File: src/rtl/playfair_cipher_engine_macros.svh
// Assertion macros for the Playfair cipher engine.
`ifndef PLAYFAIR_CIPHER_ENGINE_MACROS_SVH
`define PLAYFAIR_CIPHER_ENGINE_MACROS_SVH
`ifndef SYNTHESIS
`define PFC_ASSERT_IMP(lbl, ante, cons) \
  lbl: assert property (@(posedge clk) disable iff (rst) (ante) |-> (cons)) \
    else $error("pfc assertion failed");
`define PFC_ASSERT_NXT(lbl, ante, cons) \
  lbl: assert property (@(posedge clk) disable iff (rst) (ante) |=> (cons)) \
    else $error("pfc assertion failed");
`else
`define PFC_ASSERT_IMP(lbl, ante, cons)
`define PFC_ASSERT_NXT(lbl, ante, cons)
`endif
`endif

File: src/rtl/pfc_pkg.sv
// Shared types, codes and helper functions of the Playfair cipher engine.
package pfc_pkg;

  localparam int Side = 5;
  localparam int Cells = 25;
  localparam int Letters = 26;
  localparam logic [4:0] LtrX = 5'd23;
  localparam logic [4:0] LtrJ = 5'd9;
  localparam logic [4:0] LtrI = 5'd8;
  localparam int BufDepth = 4;

  typedef enum logic [2:0] {
    CMD_CLEAR = 3'd0,
    CMD_KEY   = 3'd1,
    CMD_BUILD = 3'd2,
    CMD_TEXT  = 3'd3,
    CMD_END   = 3'd4
  } cmd_t;

  typedef enum logic [4:0] {
    OP_NONE, OP_CLEAR, OP_PLACE, OP_BUILD, OP_SET_PEND, OP_PAIR, OP_END_PAIR,
    OP_POS_A, OP_POS_B, OP_LATCH_PB, OP_SQ1, OP_SQ2, OP_LATCH_O2,
    OP_FEED1, OP_FEED2, OP_FLUSH, OP_MARK, OP_DRAIN
  } op_t;

  typedef enum logic [3:0] {
    S_IDLE, S_DECODE, S_BUILD, S_POS_A, S_POS_B, S_LATCH_PB, S_SQ1, S_SQ2,
    S_LATCH_O2, S_FEED1, S_FEED2, S_FLUSH, S_MARK, S_DRAIN
  } state_t;

  typedef struct packed {
    op_t op;
  } ctrl_cmd_t;

  typedef struct packed {
    logic [2:0] cmd;
    logic       is_letter;
    logic       pend_valid;
    logic       build_last;
    logic       drain_done;
  } dp_status_t;

  // {valid, index} with J merged into I
  function automatic logic [5:0] letter_of(input logic [7:0] c);
    logic [4:0] idx;
    logic       ok;
    idx = 5'd0;
    ok = 1'b0;
    if (c >= 8'd65 && c <= 8'd90) begin
      idx = 5'(c - 8'd65);
      ok = 1'b1;
    end else if (c >= 8'd97 && c <= 8'd122) begin
      idx = 5'(c - 8'd97);
      ok = 1'b1;
    end
    if (idx == LtrJ) idx = LtrI;
    return {ok, idx};
  endfunction

  function automatic logic [2:0] pos_row(input logic [4:0] p);
    logic [2:0] r;
    if (p >= 5'd20) r = 3'd4;
    else if (p >= 5'd15) r = 3'd3;
    else if (p >= 5'd10) r = 3'd2;
    else if (p >= 5'd5) r = 3'd1;
    else r = 3'd0;
    return r;
  endfunction

  function automatic logic [2:0] pos_col(input logic [4:0] p);
    logic [4:0] base;
    base = 5'(pos_row(p) * 3'd5);
    return 3'(p - base);
  endfunction

  function automatic logic [2:0] step5(input logic [2:0] v, input logic dec);
    logic [2:0] r;
    if (dec) r = (v == 3'd0) ? 3'd4 : 3'(v - 3'd1);
    else r = (v >= 3'd4) ? 3'd0 : 3'(v + 3'd1);
    return r;
  endfunction

  function automatic logic [4:0] cell_of(input logic [2:0] r, input logic [2:0] c);
    return 5'(r * 3'd5) + {2'b00, c};
  endfunction

endpackage

File: src/rtl/pfc_datapath.sv
// Datapath: key square memories, pairing, cipher lookup, cleanup and result buffer.
`include "playfair_cipher_engine_macros.svh"
module pfc_datapath (
  input  logic                  clk,
  input  logic                  rst,
  input  logic                  in_accept,
  input  logic [2:0]            in_cmd,
  input  logic [7:0]            in_byte,
  input  logic                  cfg_write,
  input  logic                  cfg_mode,
  input  pfc_pkg::ctrl_cmd_t    cmd,
  output pfc_pkg::dp_status_t   status,
  output logic                  out_valid,
  input  logic                  out_ready,
  output logic [6:0]            out_letter,
  output logic                  out_has,
  output logic                  out_last
);
  import pfc_pkg::*;

  logic [4:0]  pos_mem [Letters];
  logic [4:0]  sq_mem  [Cells];
  logic [4:0]  pos_q, sq_q;
  logic [25:0] seen;
  logic [4:0]  fill;
  logic        mode;
  logic [2:0]  cmd_q;
  logic [4:0]  idx_q;
  logic        letter_q;
  logic        pend_v;
  logic [4:0]  pend;
  logic        held_v;
  logic [4:0]  held;
  logic [4:0]  prev;
  logic        first;
  logic [4:0]  a_reg, b_reg, pa, pb, o1, o2;
  logic [4:0]  bld;
  logic [5:0]  buf_ent [BufDepth];
  logic [2:0]  cnt, rd;

  logic        place_en;
  logic [4:0]  place_idx;
  logic        do_place;
  logic [4:0]  pos_addr, sq_addr;
  logic [2:0]  r1, c1, r2, c2;
  logic [4:0]  addr1, addr2;
  logic [4:0]  d;
  logic        filler;
  logic        out_free;
  logic [5:0]  dec_l;

  assign dec_l = letter_of(in_byte);
  assign r1 = pos_row(pa);
  assign c1 = pos_col(pa);
  assign r2 = pos_row(pb);
  assign c2 = pos_col(pb);

  always_comb begin
    if (r1 == r2) begin
      addr1 = cell_of(r1, step5(c1, mode));
      addr2 = cell_of(r2, step5(c2, mode));
    end else if (c1 == c2) begin
      addr1 = cell_of(step5(r1, mode), c1);
      addr2 = cell_of(step5(r2, mode), c2);
    end else begin
      addr1 = cell_of(r1, c2);
      addr2 = cell_of(r2, c1);
    end
  end

  always_comb begin
    place_en = 1'b0;
    place_idx = idx_q;
    if (cmd.op == OP_PLACE) begin
      place_en = letter_q;
    end else if (cmd.op == OP_BUILD) begin
      place_idx = bld;
      place_en = (bld != LtrJ);
    end
  end
  assign do_place = place_en && (fill < 5'(Cells)) && !seen[place_idx];

  assign pos_addr = (cmd.op == OP_POS_B) ? b_reg : a_reg;
  assign sq_addr = (cmd.op == OP_SQ2) ? addr2 : addr1;

  always_ff @(posedge clk) begin
    if (do_place) begin
      sq_mem[fill] <= place_idx;
      pos_mem[place_idx] <= fill;
    end
    pos_q <= pos_mem[pos_addr];
    sq_q <= sq_mem[sq_addr];
  end

  assign d = (cmd.op == OP_FEED1) ? o1 : o2;
  assign filler = (held == LtrX) && !first && (prev == d);
  assign out_free = !out_valid || out_ready;

  always_ff @(posedge clk) begin
    if (rst) begin
      seen <= '0;
      fill <= '0;
      mode <= 1'b0;
      pend_v <= 1'b0;
      held_v <= 1'b0;
      prev <= '0;
      first <= 1'b1;
      bld <= '0;
      cnt <= '0;
      rd <= '0;
      out_valid <= 1'b0;
    end else begin
      if (out_ready) out_valid <= 1'b0;
      if (do_place) begin
        seen[place_idx] <= 1'b1;
        fill <= fill + 5'd1;
      end
      if (cfg_write) begin
        mode <= cfg_mode;
        pend_v <= 1'b0;
        held_v <= 1'b0;
        prev <= '0;
        first <= 1'b1;
      end
      if (in_accept) begin
        cmd_q <= in_cmd;
        idx_q <= dec_l[4:0];
        letter_q <= dec_l[5];
        cnt <= '0;
        rd <= '0;
      end
      case (cmd.op)
        OP_CLEAR: begin
          seen <= '0;
          fill <= '0;
        end
        OP_BUILD: begin
          bld <= (bld == 5'(Letters - 1)) ? 5'd0 : bld + 5'd1;
        end
        OP_SET_PEND: begin
          pend_v <= 1'b1;
          pend <= idx_q;
        end
        OP_PAIR: begin
          a_reg <= pend;
          if (pend == idx_q) begin
            b_reg <= LtrX;
          end else begin
            b_reg <= idx_q;
            pend_v <= 1'b0;
          end
        end
        OP_END_PAIR: begin
          a_reg <= pend;
          b_reg <= LtrX;
          pend_v <= 1'b0;
        end
        OP_POS_B: pa <= pos_q;
        OP_LATCH_PB: pb <= pos_q;
        OP_SQ2: o1 <= sq_q;
        OP_LATCH_O2: o2 <= sq_q;
        OP_FEED1, OP_FEED2: begin
          if (!mode) begin
            buf_ent[cnt[1:0]] <= {1'b1, d};
            cnt <= cnt + 3'd1;
          end else begin
            if (held_v) begin
              if (!filler) begin
                buf_ent[cnt[1:0]] <= {1'b1, held};
                cnt <= cnt + 3'd1;
              end
              prev <= held;
              first <= 1'b0;
            end
            held_v <= 1'b1;
            held <= d;
          end
        end
        OP_FLUSH: begin
          if (held_v && held != LtrX) begin
            buf_ent[cnt[1:0]] <= {1'b1, held};
            cnt <= cnt + 3'd1;
          end
          pend_v <= 1'b0;
          held_v <= 1'b0;
          prev <= '0;
          first <= 1'b1;
        end
        OP_MARK: begin
          if (cnt == 3'd0) begin
            buf_ent[0] <= 6'd0;
            cnt <= 3'd1;
          end
        end
        OP_DRAIN: begin
          if (rd != cnt && out_free) begin
            out_valid <= 1'b1;
            out_has <= buf_ent[rd[1:0]][5];
            out_letter <= buf_ent[rd[1:0]][5] ?
                          7'd65 + {2'b00, buf_ent[rd[1:0]][4:0]} : 7'd0;
            out_last <= (cmd_q == CMD_END) && (rd == cnt - 3'd1);
            rd <= rd + 3'd1;
          end
        end
        default: begin
        end
      endcase
    end
  end

  assign status.cmd = cmd_q;
  assign status.is_letter = letter_q;
  assign status.pend_valid = pend_v;
  assign status.build_last = (bld == 5'(Letters - 1));
  assign status.drain_done = (rd == cnt);

  `PFC_ASSERT_IMP(a_cnt_bound, 1'b1, cnt <= 3'(BufDepth))
  `PFC_ASSERT_IMP(a_rd_bound, 1'b1, rd <= cnt)
  `PFC_ASSERT_IMP(a_fill_bound, 1'b1, fill <= 5'(Cells))
endmodule

File: src/rtl/pfc_ctrl.sv
// Controller state machine sequencing the datapath per accepted beat.
module pfc_ctrl (
  input  logic                 clk,
  input  logic                 rst,
  input  logic                 in_accept,
  input  pfc_pkg::dp_status_t  status,
  output pfc_pkg::ctrl_cmd_t   cmd,
  output logic                 in_ready
);
  import pfc_pkg::*;

  state_t state, state_next;

  always_ff @(posedge clk) begin
    if (rst) begin
      state <= S_IDLE;
    end else begin
      state <= state_next;
    end
  end

  always_comb begin
    state_next = state;
    case (state)
      S_IDLE: if (in_accept) state_next = S_DECODE;
      S_DECODE: begin
        case (status.cmd)
          CMD_BUILD: state_next = S_BUILD;
          CMD_TEXT: state_next = (status.is_letter && status.pend_valid) ? S_POS_A : S_IDLE;
          CMD_END: state_next = status.pend_valid ? S_POS_A : S_FLUSH;
          default: state_next = S_IDLE;
        endcase
      end
      S_BUILD: if (status.build_last) state_next = S_IDLE;
      S_POS_A: state_next = S_POS_B;
      S_POS_B: state_next = S_LATCH_PB;
      S_LATCH_PB: state_next = S_SQ1;
      S_SQ1: state_next = S_SQ2;
      S_SQ2: state_next = S_LATCH_O2;
      S_LATCH_O2: state_next = S_FEED1;
      S_FEED1: state_next = S_FEED2;
      S_FEED2: state_next = (status.cmd == CMD_END) ? S_FLUSH : S_DRAIN;
      S_FLUSH: state_next = S_MARK;
      S_MARK: state_next = S_DRAIN;
      S_DRAIN: if (status.drain_done) state_next = S_IDLE;
      default: state_next = S_IDLE;
    endcase
  end

  always_comb begin
    cmd.op = OP_NONE;
    case (state)
      S_DECODE: begin
        case (status.cmd)
          CMD_CLEAR: cmd.op = OP_CLEAR;
          CMD_KEY: cmd.op = OP_PLACE;
          CMD_TEXT: begin
            if (status.is_letter) cmd.op = status.pend_valid ? OP_PAIR : OP_SET_PEND;
          end
          CMD_END: if (status.pend_valid) cmd.op = OP_END_PAIR;
          default: cmd.op = OP_NONE;
        endcase
      end
      S_BUILD: cmd.op = OP_BUILD;
      S_POS_A: cmd.op = OP_POS_A;
      S_POS_B: cmd.op = OP_POS_B;
      S_LATCH_PB: cmd.op = OP_LATCH_PB;
      S_SQ1: cmd.op = OP_SQ1;
      S_SQ2: cmd.op = OP_SQ2;
      S_LATCH_O2: cmd.op = OP_LATCH_O2;
      S_FEED1: cmd.op = OP_FEED1;
      S_FEED2: cmd.op = OP_FEED2;
      S_FLUSH: cmd.op = OP_FLUSH;
      S_MARK: cmd.op = OP_MARK;
      S_DRAIN: cmd.op = OP_DRAIN;
      default: cmd.op = OP_NONE;
    endcase
  end

  assign in_ready = (state == S_IDLE) && !rst;
endmodule

File: src/rtl/playfair_cipher_engine.sv
// Top level of the Playfair cipher engine: ports, controller and datapath.
//
// channel  dir  handshake           payload
// s_*      in   s_tvalid/s_tready   s_tdata char_byte, s_tuser command
// m_*      out  m_tvalid/m_tready   m_tdata letter,has_letter; m_tlast last
// cfg_*    in   cfg_valid/cfg_ready cfg_data decode_mode
//
// Clear, key byte, unpaired text and unknown commands return to idle after
// decode; build tries one letter per cycle over the alphabet. A ciphered
// text pair, or end of text with an open pair, reads both positions, then
// both square cells, serially on the one read port of each memory, and
// feeds the results; end of text then flushes and marks. Reset is synchronous
// and clears control state; square memories stay undefined until written.
// A stalled m_tready holds the output register; beats wait until results drain.
module playfair_cipher_engine (
  input  logic       clk,
  input  logic       rst,
  input  logic       s_tvalid,
  output logic       s_tready,
  input  logic [7:0] s_tdata,   // [7:0] char_byte
  input  logic [2:0] s_tuser,   // [2:0] command
  output logic       m_tvalid,
  input  logic       m_tready,
  output logic [7:0] m_tdata,   // [6:0] letter, [7] has_letter
  output logic       m_tlast,
  input  logic       cfg_valid,
  output logic       cfg_ready,
  input  logic       cfg_data
);
  import pfc_pkg::*;

  ctrl_cmd_t  cmd;
  dp_status_t status;
  logic       in_accept;
  logic [6:0] out_letter;
  logic       out_has;

  assign in_accept = s_tvalid && s_tready;
  assign cfg_ready = !rst;
  assign m_tdata = {out_has, out_letter};

  pfc_ctrl u_ctrl (
    .clk(clk),
    .rst(rst),
    .in_accept(in_accept),
    .status(status),
    .cmd(cmd),
    .in_ready(s_tready)
  );

  pfc_datapath u_dp (
    .clk(clk),
    .rst(rst),
    .in_accept(in_accept),
    .in_cmd(s_tuser),
    .in_byte(s_tdata),
    .cfg_write(cfg_valid && cfg_ready),
    .cfg_mode(cfg_data),
    .cmd(cmd),
    .status(status),
    .out_valid(m_tvalid),
    .out_ready(m_tready),
    .out_letter(out_letter),
    .out_has(out_has),
    .out_last(m_tlast)
  );
endmodule
File: config.mk
export PLATFORM = sky130hd
export DESIGN_NAME = playfair_cipher_engine
export DESIGN_NICKNAME = d
export VERILOG_FILES = /design/src/rtl/pfc_pkg.sv /design/src/rtl/pfc_datapath.sv /design/src/rtl/pfc_ctrl.sv /design/src/rtl/playfair_cipher_engine.sv
export VERILOG_INCLUDE_DIRS = /design/src /design/src/rtl
export SDC_FILE = /design/constraint.sdc
export NUM_CORES = 1
export LEC_CHECK = 0
export BUFFER_PORTS_ARGS = -buffer_cell sky130_fd_sc_hd__buf_4
export CAP_MARGIN = 20
export CORE_UTILIZATION = 50
export CTS_BUF_LIST = sky130_fd_sc_hd__clkbuf_8
export DETAILED_ROUTE_END_ITERATION = 10
export PLACE_DENSITY = 0.66
export SKIP_LAST_GASP = 1
export SYNTH_ARGS = -nofsm -noshare
export SYNTH_HDL_FRONTEND = slang
export SYNTH_SLANG_ARGS = --single-unit
File: constraint.sdc
create_clock -name clk -period 5.4 [get_ports clk]
set_input_delay 1.35 -clock clk [delete_from_list [all_inputs] [get_ports clk]]
set_output_delay 1.35 -clock clk [all_outputs]
set_load 0.01 [all_outputs]
* Yosys cells after proc, flatten, opt, wreduce, memory -nomap -nowiden
Memories as Yosys holds them, arrays and structs flattened. A register that Yosys moved wholly into a read port is not among the register bits.
Index checks and enable logic that the tools add are counted.
** Storage, ports and cells
- Register bits after elaboration :: 114
- Bits in writable memories :: 279
- Bits of input ports :: 17
- Output and inout port bits :: 12
- Logic and storage cells :: 283
- Memories kept :: 3
** Memories
- u_dp.pos_mem :: depth 26, width 5, read ports 1, clocked after memory_dff 1, write ports 1, RTL line pfc_datapath.sv:21 : logic [4:0] pos_mem [Letters];
- u_dp.sq_mem :: depth 25, width 5, read ports 1, clocked after memory_dff 1, write ports 1, RTL line pfc_datapath.sv:22 : logic [4:0] sq_mem [Cells];
- u_dp.buf_ent :: depth 4, width 6, read ports 1, clocked after memory_dff 1, write ports 1, RTL line pfc_datapath.sv:38 : logic [5:0] buf_ent [BufDepth];
** Cells by class
- Add/sub/neg operators :: 24
- Multipliers :: 4
- Magnitude comparators :: 19
- Eq/ne operators :: 47
- Mux-type cells :: 113
- Bitwise logic cells :: 4
- Reductions and logical operators :: 43
** Operators by type and width (number)
- 3-bit two-way mux :: 35
- 5-bit two-way mux :: 17
- 5-bit one-hot mux with 13 select lines :: 1
- 4-bit one-hot mux with 14 select lines :: 1
- 5-bit by 4-bit equality test with 1-bit output (second input constant) :: 8
- 1-bit two-way mux :: 39
- 5-bit by 3-bit adder with 5-bit output :: 6
- 26-bit OR :: 1
- 4-bit equality test (second input constant) :: 6
- 5-bit equality test (second input constant) :: 4
- 5-bit by 4-bit >= comparator with 1-bit output (second input constant) :: 4
- 3-bit by 3-bit multiplier with 5-bit output (second input constant) :: 4
- 5-bit one-hot mux with 2 select lines :: 2
- 5-bit one-hot mux with 4 select lines :: 1
- 3-bit by 1-bit adder with 3-bit output (second input constant) :: 6
- 3-bit logical NOT :: 6
- 6-bit two-way mux :: 3
- 4-bit by 3-bit equality test with 1-bit output (second input constant) :: 4
- 8-bit by 7-bit >= comparator with 1-bit output (second input constant) :: 2
- 8-bit by 7-bit less-or-equal comparator with 1-bit output (second input constant) :: 2
- 4-bit two-way mux :: 4
- 2-bit AND reduction :: 8
- 5-bit by 3-bit equality test with 1-bit output (second input constant) :: 3
- 3-bit by 1-bit subtractor with 3-bit output (second input constant) :: 5
- 40 further kinds :: 82

* Depth between registers and ports, before layout
- Depth after elaboration :: 17
- Mapped depth :: 26
- Mapped depth without buffers :: 25

* By module
From an unflattened synthesis, not the netlist that was laid out.
** Second synthesis, totals
- Cell total of the unflattened synthesis :: 1430
- Area, all modules :: 19109.6 µm²
** Modules (own cells, without submodules)
- pfc_datapath :: instances 1, cells an instance 1351, area an instance 18544.0 µm², sequential area each 11360.9 µm²
- pfc_ctrl :: instances 1, cells an instance 75, area an instance 541.8 µm², sequential area each 80.1 µm²
- playfair_cipher_engine :: instances 1, cells an instance 4, area an instance 23.8 µm², sequential area each 0.0 µm²

* Worst setup path before layout
Ideal clock, no wire load.
- Path type :: reg2reg
- Start :: register u_dp.pa[1]
- End :: register u_dp.sq_q[3], read port of u_dp.sq_mem
- Setup time :: 0.079 ns
- Arrival time :: 4.709 ns
- Required time :: 5.321 ns
- Slack :: 0.612 ns
- Cell stages (with the launch flop) :: 24
- Path buffers :: 0
- Clock period less this slack :: 4.788 ns
- Cell sequence :: edfxtp_1 -> nor2b_1 -> a21oi_1 -> and2_1 -> inv_1 -> nand2_1 -> inv_1 -> ha_1 -> inv_1 -> fa_1 -> nor2_1 -> nand4_1 -> nand4_2 -> inv_1 -> ha_1 -> inv_1 -> fa_1 -> o21ai_1 -> a211oi_1 -> o31a_1 -> nor3_1 -> a22o_1 -> or4_1 -> o211ai_1
** On the way
- Longest elaborated chain between the ends :: 15
- Elaborated cells on any way between the ends :: 39
- Classes of those cells :: add/sub: 9; mul: 2; order compare: 6; eq/ne: 2; mux: 18; reduce/logical: 2
** Ends and longest elaborated chain
- start, declared :: RTL line pfc_datapath.sv:36 : logic [4:0] a_reg, b_reg, pa, pb, o1, o2;
- start signal, assigned :: RTL line pfc_datapath.sv:158 : OP_POS_B: pa <= pos_q;
- parallel branches: the longest is 14 deep, another holds 5-bit by 3-bit >= comparator with 1-bit output
- 5-bit two-way mux * :: RTL line pfc_datapath.sv:84 : assign sq_addr = (cmd.op == OP_SQ2) ? addr2 : addr1;
- end, declared :: RTL line pfc_datapath.sv:23 : logic [4:0] pos_q, sq_q;
Mark *: on every way between the ends. The select of a mux whose other input is x is not followed.
A chain may end at the register's enable or synchronous reset.

* Worst setup path after layout
- Start :: register u_dp.pa[1]
- End :: register u_dp.sq_q[4], read port of u_dp.sq_mem
The elaborated chain is that of the path after synthesis.

==> impl_metrics.env <==
export IMPL_syn_to_final_growth_pct=13.60
export IMPL_fmax_mhz=196.7
export IMPL_grt_ovfl_total=0
export IMPL_hold_viol=0
export IMPL_timing_final_crit_share=0.9417
export IMPL_final_cell_area_sq_mm=0.02246
export IMPL_drt_initial_drc_count=900
export IMPL_async_reset_ff_frac=0
export IMPL_row_count=72
export IMPL_cts_sinks=403
export IMPL_synthAdderAreaFrac=0.04608
export IMPL_routedWlPerCell_um=20.36
export IMPL_drv_cap=0
export IMPL_clock_latency_ns=0.64
export IMPL_synth_compound_area_frac=0.1074
export IMPL_whs_ns=0.4552
export IMPL_antenna_found_initial=1
export IMPL_sw_frac_of_total=0.3077
export IMPL_cp_data_arrival_time_ns=5.58
export IMPL_largest_reg_flops=130
export IMPL_postPlaceCellArea_sq_mm=0.02081
export IMPL_ys_flop_type="edfxtp_1"
export IMPL_hp_class="flop to flop"
export IMPL_ios=29
export IMPL_cts_buffers=71
export IMPL_grt_pass1_vias=12637
export IMPL_min_period_ns=5.085
export IMPL_synth_top_family_by_area="simple AND/OR/NAND/NOR gates"
export IMPL_start_kind="flop"
export IMPL_synth_cell_types=101
export IMPL_grt_max_degree=41
export IMPL_coreArea_sq_mm=0.03883
export IMPL_yosys_area_share_simple=0.1239
export IMPL_critPathKind="flop to flop"
export IMPL_synthesis_area_sq_mm=0.01977
export IMPL_cts_root_buffer="clkbuf_8"
export IMPL_synth_most_common_cell="edfxtp_1"
export IMPL_yosysTopAreaCell="edfxtp_1"
export IMPL_place_inst=2058
export IMPL_top_regs="u_dp.pos_mem x130, u_dp.sq_mem x125, u_dp.seen x26"
export IMPL_worstPathMaxFanout=17
export IMPL_yosys_warnings=0
export IMPL_wl_met3_um=2274
export IMPL_drc_errors=0
export IMPL_p_leak_nw=7.565
export IMPL_final_cells=2193
export IMPL_io_buffers=28
export IMPL_cts_tree="built"
export IMPL_hold_start="u_dp.pos_q[3]"
export IMPL_internal_power_mw=5.897
export IMPL_worstSetupEndpointType="flop"
export IMPL_met1Wirelength_um=20330
export IMPL_cts_buffer_depth=3
export IMPL_hold_buffers=0
export IMPL_synth_seq_cells=403
export IMPL_fillCellCount=3082
export IMPL_p_clk_frac=0.328
export IMPL_clkTransAtPathRegs_ns=0.06
export IMPL_dr_pass1_iters=5
export IMPL_relSlewSlack=0.3087
export IMPL_final_antenna_net_count=0
export IMPL_route_met2_wl_um=21020
export IMPL_highest_layer="met4"
export IMPL_synth_common_cells="edfxtp_1, nor2_1, mux2i_1"
export IMPL_h_tree_depth=3
export IMPL_routed_wl_um=44660
export IMPL_fp_dieArea_sq_mm=0.04033
export IMPL_crit_start="u_dp.pa[1]"
export IMPL_place_congestion=0.8960
export IMPL_synthesis_nets=1605
export IMPL_worstPathRequired_ns=5.90
export IMPL_drive_gt1_frac=0.2091
export IMPL_setup_ws_ns=0.3151
export IMPL_p_comb_frac=0.250
export IMPL_synth_area_per_cell_sq_um=13.00
export IMPL_die_x_um=200.8
export IMPL_status="finished clean"
export IMPL_initial_core_util=0.5091
export IMPL_switchingPower_mw=2.621
export IMPL_slew_violations=0
export IMPL_r2r_start="u_dp.pa[1]"
export IMPL_die_h_um=200.8
export IMPL_clock_skew_ns=0.02533
export IMPL_pwr_share_seq=0.421
export IMPL_avgViaCountPerCell=5.825
export IMPL_synth_xor_area_frac=0.01994
export IMPL_setup_viol=0
export IMPL_grt_pass1_wl_um=71100
export IMPL_pre_cts_slack_ns=0.004954
export IMPL_synthCells=1520
export IMPL_synth_top_area_frac=0.5120
export IMPL_dr_total_vias=12774
export IMPL_synth_edf_count=337
export IMPL_worst_pin_slew_ns=1.036
export IMPL_hpwl_um=30190
export IMPL_muxShareOfSynthArea=0.09172
export IMPL_ys_seq_area_frac=0.5788
export IMPL_largest_register="u_dp.pos_mem"
export IMPL_ir_drop_uv=229.2
export IMPL_nets=1706
export IMPL_power_density_mw_per_mm2=379.4
export IMPL_final_core_util=0.5783
export IMPL_grt_use_total=0.2270
export IMPL_yosys_top_cells_area="edfxtp_1, dfxtp_1, mux2i_1, mux4_2, ha_1"
worst max-delay path: stages (launching register included):
cell and delay [ns]:
edfxtp_1 0.43, buf_4 0.18, o21a_1 0.19, mux2i_1 0.40, inv_1 0.24, ha_1 0.26
ha_1 0.18, o2bb2ai_1 0.15, ha_1 0.31, ha_1 0.30, inv_1 0.06, fa_1 0.48
o21ai_1 0.14, a211oi_1 0.12, buf_4 0.18, o31a_1 0.32, buf_6 0.19, a221oi_2 0.26
mux2i_1 0.11, a222oi_1 0.34, nand3_1 0.12
layout by cell type, fill, tap and decap left out, types with 9 or more instances in the layout:
cell type	synthesis	layout
mux2i_1	81	78
clkinv_1	0	9
mux4_2	36	36
nand2b_1	34	34
and2_1	21	21
nor4_2	24	24
o21ai_0	34	32
xor2_1	18	18
dfxtp_1	66	66
a22oi_1	14	14
mux2_2	13	13
a21oi_1	62	60
a211oi_1	27	26
nand4_1	10	10
nand2_1	72	72
nor2b_1	22	19
inv_1	61	79
buf_4	7	99
edfxtp_1	337	337
clkbuf_8	1	82
nor2_1	111	110
nor3_1	27	26
nand3_1	57	57
o21ai_1	11	13
ha_1	60	60
o211ai_1	11	11
o21a_1	28	28
xnor2_1	27	27
worst paths after layout:
check,endpoint,cells past startpoint,slack [ns]
worst min register to register,u_dp.pa[3],0,0.46
worst min-delay path,u_dp.pa[3],0,0.46
worst max-delay path,u_dp.sq_q[4],20,0.32
worst max register to register,u_dp.sq_q[4],20,0.32
cell families after synthesis:
logic type / count (synthesis)
and+or+nand+nor: 441
xor gates and xnor gates: 45
muxes: 133
AOI/OAI and AO/OA: 290
buffers and inverters: 140
adders and majority gates: 68
DFF: 403
per-stage QoR:
| stage | power (mW) | TNS, ns |
|---|---|---|
| after floorplan | 5.082 | 0 |
| after global placement | 5.646 | 0 |
| after detailed placement | 5.672 | 0 |
| after CTS | 8.489 | 0 |
| after global routing | 8.913 | -0.07420 |
| final | 8.519 | 0 |
power by group through the flow:
stage / Combinational [mW] / Sequential, mW / Clock, mW
final: 2.13 / 3.59 / 2.80
after floorplan: 1.49 / 3.59 / 0
after global placement: 2.00 / 3.65 / 0
after detailed placement: 2.02 / 3.65 / 0
after global routing: 2.32 / 3.60 / 3.00
after CTS: 2.04 / 3.59 / 2.86
final cells by class:
cell class	instances	area, sq um	area share
antenna	1	2.502	0.0001114
clock buffer	82	1129	0.05026
clock inverter	44	297.8	0.01326
inverter	64	242.7	0.01081
multi-input combinational	977	7853	0.3497
sequential	403	11440	0.5095
tap	518	648.1	0.02886
timing repair buffer	104	842.1	0.03750
routing by layer:
layer | global-route usage | vias to the layer above
met5 | 0 | -
met4 | 0.07388 | 0
met3 | 0.04205 | 90
met2 | 0.3626 | 352
met1 | 0.3143 | 6319
li1 | - | 6013
what timing repair did:
action,in CTS,in global routing
setup endpoints to repair,0,5
resized for setup,0,28
setup buffers,0,7
Power figures use the tool's default switching activity.
